===== config.mk =====
export PLATFORM = sky130hd
export DESIGN_NAME = lru_cache_directory
export DESIGN_NICKNAME = d
export VERILOG_FILES = /design/src/lcd_pkg.sv /design/src/lcd_store.sv /design/src/lcd_scan.sv /design/src/lru_cache_directory.sv
export SDC_FILE = /design/constraint.sdc
export NUM_CORES = 2
export LEC_CHECK = 0
export ABC_AREA = 1
export BUFFER_PORTS_ARGS = -buffer_cell sky130_fd_sc_hd__buf_2
export CAP_MARGIN = 0
export CORE_ASPECT_RATIO = 1.25
export CORE_UTILIZATION = 46
export CTS_CLUSTER_SIZE = 8
export DETAILED_ROUTE_END_ITERATION = 8
export PLACE_DENSITY = 0.63
export SLEW_MARGIN = 25
export SYNTH_ARGS = -nofsm -noshare
export SYNTH_HDL_FRONTEND = slang
export SYNTH_HIERARCHICAL = 1
export SYNTH_SLANG_ARGS = --single-unit

===== constraint.sdc =====
create_clock -name clk_i -period 18.2 [get_ports clk_i]
set_input_delay 0.91 -clock clk_i [delete_from_list [all_inputs] [get_ports clk_i]]
set_output_delay 0.91 -clock clk_i [all_outputs]
set_load 0.01 [all_outputs]

===== src/lcd_pkg.sv =====
// ----------------------------------------------------------------------------
// lcd_pkg
// Shared constants, codes and transfer types of the cache directory.
// ----------------------------------------------------------------------------
package lcd_pkg;

  localparam int unsigned ENTRIES = 10;
  localparam int unsigned IDX_W   = (ENTRIES > 1) ? $clog2(ENTRIES) : 1;
  localparam int unsigned CNT_W   = $clog2(ENTRIES + 1);
  localparam int unsigned KEY_W   = 64;
  localparam int unsigned STAMP_W = 32;
  localparam int unsigned SLOT_W  = 6;

  localparam logic OP_LOOKUP = 1'b0;
  localparam logic OP_INSERT = 1'b1;

  typedef struct packed {
    logic             op;
    logic [KEY_W-1:0] key;
  } req_t;

  typedef struct packed {
    logic              hit;
    logic [SLOT_W-1:0] slot;
  } rsp_t;

  typedef struct packed {
    logic               rd_en;
    logic [IDX_W-1:0]   rd_addr;
    logic               wr_en;
    logic [IDX_W-1:0]   wr_addr;
    logic [KEY_W-1:0]   wr_key;
    logic [STAMP_W-1:0] wr_stamp;
  } mem_req_t;

  typedef struct packed {
    logic [KEY_W-1:0]   rd_key;
    logic [STAMP_W-1:0] rd_stamp;
  } mem_rsp_t;

endpackage


===== src/lcd_store.sv =====
// ----------------------------------------------------------------------------
// lcd_store
// Entry storage: key and stamp memory with a registered read, plus valid flags.
// ----------------------------------------------------------------------------
module lcd_store (
  input  logic                          clk_i,
  input  logic                          rst_ni,
  input  lcd_pkg::mem_req_t             mem_req_i,
  output lcd_pkg::mem_rsp_t             mem_rsp_o,
  output logic [lcd_pkg::ENTRIES-1:0]   valid_o
);

  lcd_pkg::mem_rsp_t                 mem_q [lcd_pkg::ENTRIES];
  lcd_pkg::mem_rsp_t                 rd_data_q;
  logic [lcd_pkg::ENTRIES-1:0]       valid_q;

  always_ff @(posedge clk_i) begin
    if (mem_req_i.wr_en) begin
      mem_q[mem_req_i.wr_addr] <= '{rd_key: mem_req_i.wr_key, rd_stamp: mem_req_i.wr_stamp};
    end
    if (mem_req_i.rd_en) begin
      rd_data_q <= mem_q[mem_req_i.rd_addr];
    end
  end

  always_ff @(posedge clk_i or negedge rst_ni) begin
    if (!rst_ni) begin
      valid_q <= '0;
    end else if (mem_req_i.wr_en) begin
      valid_q[mem_req_i.wr_addr] <= 1'b1;
    end
  end

  assign mem_rsp_o = rd_data_q;
  assign valid_o   = valid_q;

endmodule


===== src/lcd_scan.sv =====
// ----------------------------------------------------------------------------
// lcd_scan
// Sequencer that walks the entries, picks the hit or the victim and writes back.
// ----------------------------------------------------------------------------
module lcd_scan (
  input  logic                          clk_i,
  input  logic                          rst_ni,
  input  logic                          start_i,
  input  lcd_pkg::req_t                 req_i,
  output logic                          busy_o,
  output logic                          done_o,
  output lcd_pkg::rsp_t                 rsp_o,
  output lcd_pkg::mem_req_t             mem_req_o,
  input  lcd_pkg::mem_rsp_t             mem_rsp_i,
  input  logic [lcd_pkg::ENTRIES-1:0]   valid_i
);

  typedef enum logic [2:0] {
    S_IDLE  = 3'b001,
    S_SCAN  = 3'b010,
    S_WRITE = 3'b100
  } state_e;

  state_e                          state_q, state_d;
  logic                            op_q, op_d;
  logic [lcd_pkg::KEY_W-1:0]       key_q, key_d;
  logic [lcd_pkg::CNT_W-1:0]       rd_idx_q, rd_idx_d;
  logic                            chk_vld_q, chk_vld_d;
  logic [lcd_pkg::IDX_W-1:0]       chk_idx_q, chk_idx_d;
  logic [lcd_pkg::IDX_W-1:0]       best_idx_q, best_idx_d;
  logic [lcd_pkg::STAMP_W-1:0]     best_stamp_q, best_stamp_d;
  logic [lcd_pkg::STAMP_W-1:0]     cnt_q, cnt_d, cnt_next;
  logic                            done_q, done_d;
  lcd_pkg::rsp_t                   rsp_q, rsp_d;
  logic                            free_any;
  logic [lcd_pkg::IDX_W-1:0]       free_idx;
  logic                            chk_last;

  always_comb begin
    free_any = 1'b0;
    free_idx = '0;
    for (int i = lcd_pkg::ENTRIES - 1; i >= 0; i--) begin
      if (!valid_i[i]) begin
        free_any = 1'b1;
        free_idx = lcd_pkg::IDX_W'(i);
      end
    end
  end

  assign cnt_next = (cnt_q == '1) ? cnt_q : cnt_q + 1'b1;
  assign chk_last = (chk_idx_q == lcd_pkg::IDX_W'(lcd_pkg::ENTRIES - 1));

  always_comb begin
    state_d      = state_q;
    op_d         = op_q;
    key_d        = key_q;
    rd_idx_d     = rd_idx_q;
    chk_vld_d    = chk_vld_q;
    chk_idx_d    = chk_idx_q;
    best_idx_d   = best_idx_q;
    best_stamp_d = best_stamp_q;
    cnt_d        = cnt_q;
    done_d       = 1'b0;
    rsp_d        = rsp_q;
    mem_req_o    = '0;
    unique case (state_q)
      S_IDLE: begin
        if (start_i) begin
          op_d      = req_i.op;
          key_d     = req_i.key;
          rd_idx_d  = '0;
          chk_vld_d = 1'b0;
          if (req_i.op == lcd_pkg::OP_INSERT && free_any) begin
            best_idx_d = free_idx;
            state_d    = S_WRITE;
          end else begin
            state_d = S_SCAN;
          end
        end
      end
      S_SCAN: begin
        mem_req_o.rd_en   = (rd_idx_q < lcd_pkg::CNT_W'(lcd_pkg::ENTRIES));
        mem_req_o.rd_addr = rd_idx_q[lcd_pkg::IDX_W-1:0];
        chk_vld_d         = mem_req_o.rd_en;
        if (mem_req_o.rd_en) begin
          rd_idx_d  = rd_idx_q + 1'b1;
          chk_idx_d = rd_idx_q[lcd_pkg::IDX_W-1:0];
        end
        if (chk_vld_q) begin
          if (op_q == lcd_pkg::OP_LOOKUP) begin
            if (valid_i[chk_idx_q] && mem_rsp_i.rd_key == key_q) begin
              best_idx_d = chk_idx_q;
              state_d    = S_WRITE;
            end else if (chk_last) begin
              done_d  = 1'b1;
              rsp_d   = '{hit: 1'b0, slot: '0};
              state_d = S_IDLE;
            end
          end else begin
            if (chk_idx_q == '0 || mem_rsp_i.rd_stamp < best_stamp_q) begin
              best_idx_d   = chk_idx_q;
              best_stamp_d = mem_rsp_i.rd_stamp;
            end
            if (chk_last) begin
              state_d = S_WRITE;
            end
          end
        end
      end
      S_WRITE: begin
        mem_req_o.wr_en    = 1'b1;
        mem_req_o.wr_addr  = best_idx_q;
        mem_req_o.wr_key   = key_q;
        mem_req_o.wr_stamp = cnt_next;
        cnt_d              = cnt_next;
        done_d             = 1'b1;
        rsp_d.hit          = (op_q == lcd_pkg::OP_LOOKUP);
        rsp_d.slot         = lcd_pkg::SLOT_W'(best_idx_q);
        state_d            = S_IDLE;
      end
      default: begin
        state_d = S_IDLE;
      end
    endcase
  end

  always_ff @(posedge clk_i or negedge rst_ni) begin
    if (!rst_ni) begin
      state_q   <= S_IDLE;
      rd_idx_q  <= '0;
      chk_vld_q <= 1'b0;
      cnt_q     <= '0;
      done_q    <= 1'b0;
    end else begin
      state_q   <= state_d;
      rd_idx_q  <= rd_idx_d;
      chk_vld_q <= chk_vld_d;
      cnt_q     <= cnt_d;
      done_q    <= done_d;
    end
  end

  always_ff @(posedge clk_i) begin
    op_q         <= op_d;
    key_q        <= key_d;
    chk_idx_q    <= chk_idx_d;
    best_idx_q   <= best_idx_d;
    best_stamp_q <= best_stamp_d;
    rsp_q        <= rsp_d;
  end

  assign busy_o = (state_q != S_IDLE);
  assign done_o = done_q;
  assign rsp_o  = rsp_q;

  a_write_then_done: assert property (@(posedge clk_i) disable iff (!rst_ni)
    state_q == S_WRITE |=> done_q)
    else $error("write-back not followed by a result transfer");

  a_done_when_idle: assert property (@(posedge clk_i) disable iff (!rst_ni)
    done_q |-> state_q == S_IDLE)
    else $error("result transfer while the sequencer is still working");

  a_no_rd_wr_overlap: assert property (@(posedge clk_i) disable iff (!rst_ni)
    mem_req_o.wr_en |-> !mem_req_o.rd_en)
    else $error("memory read and write in the same cycle");

  a_rd_in_range: assert property (@(posedge clk_i) disable iff (!rst_ni)
    mem_req_o.rd_en |-> rd_idx_q < lcd_pkg::CNT_W'(lcd_pkg::ENTRIES))
    else $error("memory read beyond the last entry");

  a_cnt_monotonic: assert property (@(posedge clk_i) disable iff (!rst_ni)
    state_q != S_WRITE |=> $stable(cnt_q))
    else $error("use counter changed outside a write-back");

endmodule


===== src/lru_cache_directory.sv =====
// ----------------------------------------------------------------------------
// lru_cache_directory
// Directory of a small fully associative cache with timestamp LRU replacement.
// ----------------------------------------------------------------------------
// A request (op, key) is transferred at a rising edge where start is high
// and busy is low. A lookup searches the valid entries for the key, lowest
// index first; on a hit the entry's stamp is refreshed from the saturating
// use counter. An insert takes the first empty entry, or else the entry with
// the smallest stamp, and writes the key with a fresh stamp.
// Each request yields exactly one result on rsp_o, marked by done_o for one
// cycle; the receiver cannot stall it and must take it in that cycle.
// The key/stamp memory has one read port with a registered read and is read
// one entry per cycle during a scan. A lookup ends at the first hit, or after
// the last entry on a miss; an insert into a full directory scans every entry
// before it writes. An insert while an entry is still empty skips the scan.
// busy stays high until the result is produced; a new request may be
// transferred in the cycle that done_o is high.
// Reset clears the valid flags and the use counter; no clearing pass is run.
// ----------------------------------------------------------------------------
module lru_cache_directory (
  input  logic           clk_i,
  input  logic           rst_ni,
  input  logic           start,
  input  lcd_pkg::req_t  req_i,
  output logic           busy,
  output logic           done_o,
  output lcd_pkg::rsp_t  rsp_o
);

  lcd_pkg::mem_req_t               mem_req;
  lcd_pkg::mem_rsp_t               mem_rsp;
  logic [lcd_pkg::ENTRIES-1:0]     valid;

  lcd_scan u_scan (
    .clk_i     (clk_i),
    .rst_ni    (rst_ni),
    .start_i   (start),
    .req_i     (req_i),
    .busy_o    (busy),
    .done_o    (done_o),
    .rsp_o     (rsp_o),
    .mem_req_o (mem_req),
    .mem_rsp_i (mem_rsp),
    .valid_i   (valid)
  );

  lcd_store u_store (
    .clk_i     (clk_i),
    .rst_ni    (rst_ni),
    .mem_req_i (mem_req),
    .mem_rsp_o (mem_rsp),
    .valid_o   (valid)
  );

endmodule


==> metrics.txt <==
# TYPE chip_impl_metric gauge
chip_impl_metric{name="final_period_minus_worst_setup_slack",unit="ns"} 5.14
chip_impl_metric{name="detail-route-antenna-nets",unit=""} 0
chip_impl_metric{name="drt_first_iter_violations",unit=""} 2840
chip_impl_metric{name="ctsHoldBuffers",unit=""} 0
chip_impl_metric{name="area_growth_syn_to_layout",unit="%"} 12.1
chip_impl_metric{name="async_set_or_reset_register_ratio_after_synthesis",unit=""} 0.0419
chip_impl_metric{name="dp_hpwl",unit="um"} 62000
chip_impl_info{name="cpMostUsedCell",value="sky130_fd_sc_hd__nand3_1"} 1
chip_impl_metric{name="critPathArrivalTime",unit="ns"} 5.66
chip_impl_metric{name="met3WireLength",unit="um"} 7080
chip_impl_metric{name="gp_congestion",unit=""} 0.833
chip_impl_metric{name="static-leakage-power",unit="nW"} 24.9
chip_impl_metric{name="worstPathRequired",unit="ns"} 18.71
chip_impl_metric{name="cts-root-to-sink-buffers",unit=""} 3
chip_impl_metric{name="fmax",unit="MHz"} 194
chip_impl_info{name="result_of_the_run",value="completed"} 1
chip_impl_metric{name="slew_viol_final",unit=""} 0
chip_impl_metric{name="routedWlPerCell",unit="um"} 18.7
chip_impl_metric{name="design.portCount",unit=""} 77
chip_impl_metric{name="drt_pass1_iterations",unit=""} 5
chip_impl_metric{name="ys_seq_area_frac",unit=""} 0.691
chip_impl_info{name="top_layer_used",value="met4"} 1
chip_impl_metric{name="antenna_found_initial",unit=""} 0
chip_impl_metric{name="power-per-cell-area",unit="nW/um^2"} 118
chip_impl_metric{name="globalRouteOverflowTotal",unit=""} 0
chip_impl_metric{name="detailroute.via_count",unit=""} 33678
chip_impl_metric{name="synth.ff_latch_count",unit=""} 1217
chip_impl_metric{name="detail_route.drc_violations",unit=""} 0
chip_impl_metric{name="start_util",unit=""} 0.463
chip_impl_metric{name="m1WireLength",unit="um"} 53000
chip_impl_metric{name="synth-edff-count",unit=""} 1166
chip_impl_metric{name="skew",unit="ns"} 0.0233
chip_impl_info{name="unrepaired_setup_endpoints_after_global_routing",value="no"} 1
chip_impl_metric{name="cts.repair_timing.setup_buffer_count",unit=""} 0
chip_impl_metric{name="dpl_cells",unit=""} 6333
chip_impl_metric{name="post_cts_resize_count",unit=""} 0
chip_impl_metric{name="syn_area_per_cell",unit="sq um"} 10.6
chip_impl_metric{name="grtUsageTotal",unit=""} 0.214
chip_impl_metric{name="core_area",unit="sq um"} 113000
chip_impl_metric{name="timing.final.setup_violations",unit=""} 0
chip_impl_metric{name="fill_cells",unit=""} 9677
chip_impl_metric{name="cts.htree.levels",unit=""} 4
chip_impl_info{name="worst_setup_path_end_kind",value="register"} 1
chip_impl_info{name="cp-start-kind",value="register"} 1
chip_impl_metric{name="clkSinkCount",unit=""} 1217
chip_impl_metric{name="number_of_nets_in_the_layout",unit=""} 5138
chip_impl_info{name="cts_root_buf",value="sky130_fd_sc_hd__clkbuf_16"} 1
chip_impl_metric{name="fin_tns_setup",unit="ns"} 0
chip_impl_metric{name="drive_gt1_frac",unit=""} 0.0752
chip_impl_info{name="postSynth.topFlopCell",value="sky130_fd_sc_hd__edfxtp_1"} 1
chip_impl_info{name="cell_family_with_the_largest_share_of_critical_path_delay",value="buffers and inverters"} 1
chip_impl_metric{name="first_pass_grt_wire_length",unit="um"} 190000
chip_impl_metric{name="clock_insertion_delay_worst_skew",unit="ns"} 0.77
chip_impl_metric{name="number_of_distinct_library_cell_variants_in_the_gate_level_netlist_after_synthesis",unit=""} 47
chip_impl_metric{name="die_y",unit="um"} 380
chip_impl_metric{name="syn-cell-area",unit="sq um"} 52500
chip_impl_metric{name="grt_pass1_vias",unit=""} 33109
chip_impl_info{name="path_cells",value="inv_1 -> nor3_2 -> inv_1 -> nor2_4 -> buf_4 -> inv_16 -> buf_16 -> buf_4 -> buf_6 -> nand2_1 -> nand3_1 -> nand3_1 -> nand3_1 -> nand2_1"} 1
chip_impl_metric{name="post-route-period-util",unit=""} 0.283
chip_impl_metric{name="instances_no_fill",unit=""} 6562
chip_impl_metric{name="relSlewSlack",unit=""} 0.281
chip_impl_metric{name="die_area",unit="sq um"} 115000
chip_impl_info{name="timing.critical_path.slowest_stage_cell",value="sky130_fd_sc_hd__buf_4"} 1
chip_impl_metric{name="die_width",unit="um"} 304
chip_impl_metric{name="clkSlewWorstSetupHoldPaths",unit="ns"} 0.05
chip_impl_info{name="setup.worst_path.class",value="reg -> reg"} 1
chip_impl_metric{name="synth_warnings",unit=""} 6
chip_impl_metric{name="worst_ir_drop_vdd",unit="V"} 0.000101
chip_impl_metric{name="synth_cells",unit=""} 4953
chip_impl_metric{name="report.final.hold_viol_count",unit=""} 0
chip_impl_metric{name="routed_via_density",unit=""} 5.13
chip_impl_metric{name="antennaDiodeCount",unit=""} 0
chip_impl_metric{name="port-buffer-count",unit=""} 74
chip_impl_metric{name="cap_viol_max_count",unit=""} 0
chip_impl_metric{name="timing_worst_slew_pin_value",unit="ns"} 1.08
chip_impl_metric{name="grt_max_degree",unit=""} 289
chip_impl_metric{name="std_cell_rows",unit=""} 138
chip_impl_metric{name="route.met2.wl",unit="um"} 59900
chip_impl_metric{name="cp_slowest_stage_delay",unit="ns"} 0.86
chip_impl_info{name="tritoncts",value="done"} 1
chip_impl_metric{name="cp_num_buf_inv",unit=""} 7
chip_impl_metric{name="cts_inserted_buffers",unit=""} 170
chip_impl_info{name="hold_path_class",value="in -> async"} 1
chip_impl_metric{name="cp_max_fo",unit=""} 205
chip_impl_metric{name="finalWirelength",unit="um"} 123000
-- state kept, by name, summed over array words and instances (netlist names), 3 cells and up --
register / count
u_store/valid_o: 10
u_scan/best_idx_q: 4
u_store/mem_rsp_o: 96
u_scan/key_q: 64
u_scan/rd_idx_q: 4
u_store/mem_q: 960
u_scan/best_stamp_q: 32
u_scan/rsp_o: 5
u_scan/cnt_q: 32
u_scan/chk_idx_q: 4
u_scan/state_q: 3
-- layout make-up --
type,instances,area [sq um],area share
sequential,1217,36300,0.617
multi-input combinational,2702,12000,0.204
clock buffer,214,4500,0.0766
inverter,823,3120,0.0531
tap,1470,1840,0.0313
timing repair buffer,123,847,0.0144
clock inverter,13,191,0.00325
-- kinds of logic (layout without fill, tap and decap cells) --
family / Yosys count / in the layout / share of synthesized area
AND/OR/NAND/NOR: 2457 / 2457 / 0.195
XOR/XNOR: 33 / 33 / 0.00551
adder cells (fa/ha/maj): 33 / 33 / 0.00787
AO/OA/AOI/OAI: 177 / 177 / 0.0177
other: 1 / 2 / 0.0000714
buffers and inverters: 1035 / 1173 / 0.0822
flip-flops: 1217 / 1217 / 0.691
-- metal layers --
metal / vias up / track usage
met5: - / 0
met4: 0 / 0.0666
met3: 181 / 0.0378
met2: 929 / 0.359
met1: 16371 / 0.284
li1: 16197 / -
-- synthesized netlist by cell type (2+ instances only) --
master / n / area [sq um]
sky130_fd_sc_hd__nor4_1: 5 / 31.3
sky130_fd_sc_hd__dfrtp_1: 50 / 1250
sky130_fd_sc_hd__inv_1: 812 / 3050
sky130_fd_sc_hd__nand3_2: 8 / 80.1
sky130_fd_sc_hd__a21boi_0: 2 / 15.0
sky130_fd_sc_hd__clkbuf_1: 59 / 221
sky130_fd_sc_hd__o22ai_1: 2 / 12.5
sky130_fd_sc_hd__buf_4: 5 / 37.5
sky130_fd_sc_hd__nor3_2: 3 / 30.0
sky130_fd_sc_hd__buf_6: 40 / 450
sky130_fd_sc_hd__nor2_1: 378 / 1420
sky130_fd_sc_hd__o21ai_0: 132 / 661
sky130_fd_sc_hd__edfxtp_1: 1166 / 35000
sky130_fd_sc_hd__or2_2: 16 / 100
sky130_fd_sc_hd__nand2_2: 4 / 25.0
sky130_fd_sc_hd__a21oi_1: 23 / 115
sky130_fd_sc_hd__nor3_1: 10 / 50.1
sky130_fd_sc_hd__nand4_1: 13 / 81.3
sky130_fd_sc_hd__nor3b_1: 2 / 15.0
sky130_fd_sc_hd__nand3_1: 613 / 3070
sky130_fd_sc_hd__o21ai_1: 5 / 25.0
sky130_fd_sc_hd__nand3b_1: 2 / 15.0
sky130_fd_sc_hd__o21ai_2: 2 / 17.5
sky130_fd_sc_hd__a22oi_1: 2 / 15.0
sky130_fd_sc_hd__buf_2: 86 / 430
sky130_fd_sc_hd__buf_1: 22 / 82.6
sky130_fd_sc_hd__inv_2: 9 / 33.8
sky130_fd_sc_hd__xor2_1: 32 / 280
sky130_fd_sc_hd__o211ai_1: 4 / 30.0
sky130_fd_sc_hd__ha_1: 33 / 413
sky130_fd_sc_hd__nand2_1: 1393 / 5230
sky130_fd_sc_hd__o21a_1: 2 / 15.0
sky130_fd_sc_hd__nor2_2: 4 / 25.0
-- cells in the final DEF, fill, tap and decap left out, drive strengths merged, types with 4 or more instances in the layout --
cell,n
nor2,383
a21oi,23
o21ai,139
dfrtp,50
nand2,1397
inv,829
or2,16
nand3,622
nor4,6
clkinv,7
clkbuf,214
o211ai,4
ha,33
nor3,14
buf,123
edfxtp,1166
nand4,14
xor2,32
-- power by group --
part | total (mW) | switching, mW | leakage, nW | internal, mW
clock | 2.83 | 1.12 | 2.28 | 1.71
combinational | 0.751 | 0.550 | 10.4 | 0.201
sequential | 3.37 | 0.0797 | 12.2 | 3.29
total | 6.95 | 1.75 | 24.9 | 5.20
-- metrics by stage --
stage / util / power (mW) / worst slack [ns] / instance area (sq um) / hold WS (ns)
final: 0.519 / 6.95 / 13.06 / 58800 / 0.278
after CTS: 0.519 / 7.01 / 13.07 / 58800 / 0.261
after global routing: 0.519 / 7.23 / 12.72 / 58800 / 0.270
after floorplan: - / 3.93 / 12.11 / 52500 / 0.425
after detailed placement: 0.477 / 4.18 / 13.06 / 54100 / 0.438
after global placement: 0.477 / 4.16 / 13.20 / 54000 / 0.432
-- worst paths after layout --
| path | cells after the start | endpoint | start | slack [ns] |
|---|---|---|---|---|
| worst max-delay path | 14 | u_store/mem_rsp_o[32]$_DFFE_PP_ | u_scan/state_q[1]$_DFFE_PN0P_ | 13.06 |
| worst min-delay path | 2 | u_scan/done_o$_DFF_PN0_ | rst_ni | 0.28 |
| worst max register to register | 14 | u_store/mem_rsp_o[32]$_DFFE_PP_ | u_scan/state_q[1]$_DFFE_PN0P_ | 13.06 |
| worst min register to register | 0 | u_scan/chk_idx_q[3]$_DFFE_PP_ | u_scan/rd_idx_q[3]$_DFFE_PN0P_ | 0.45 |
| max in group asynchronous | 2 | u_scan/cnt_q[27]$_DFFE_PN0P_ | rst_ni | 17.40 |
| min in group clk_i | 1 | u_scan/key_q[48]$_DFFE_PP_ | req_i[48] | 0.31 |
(Power assumes the default switching activity.)
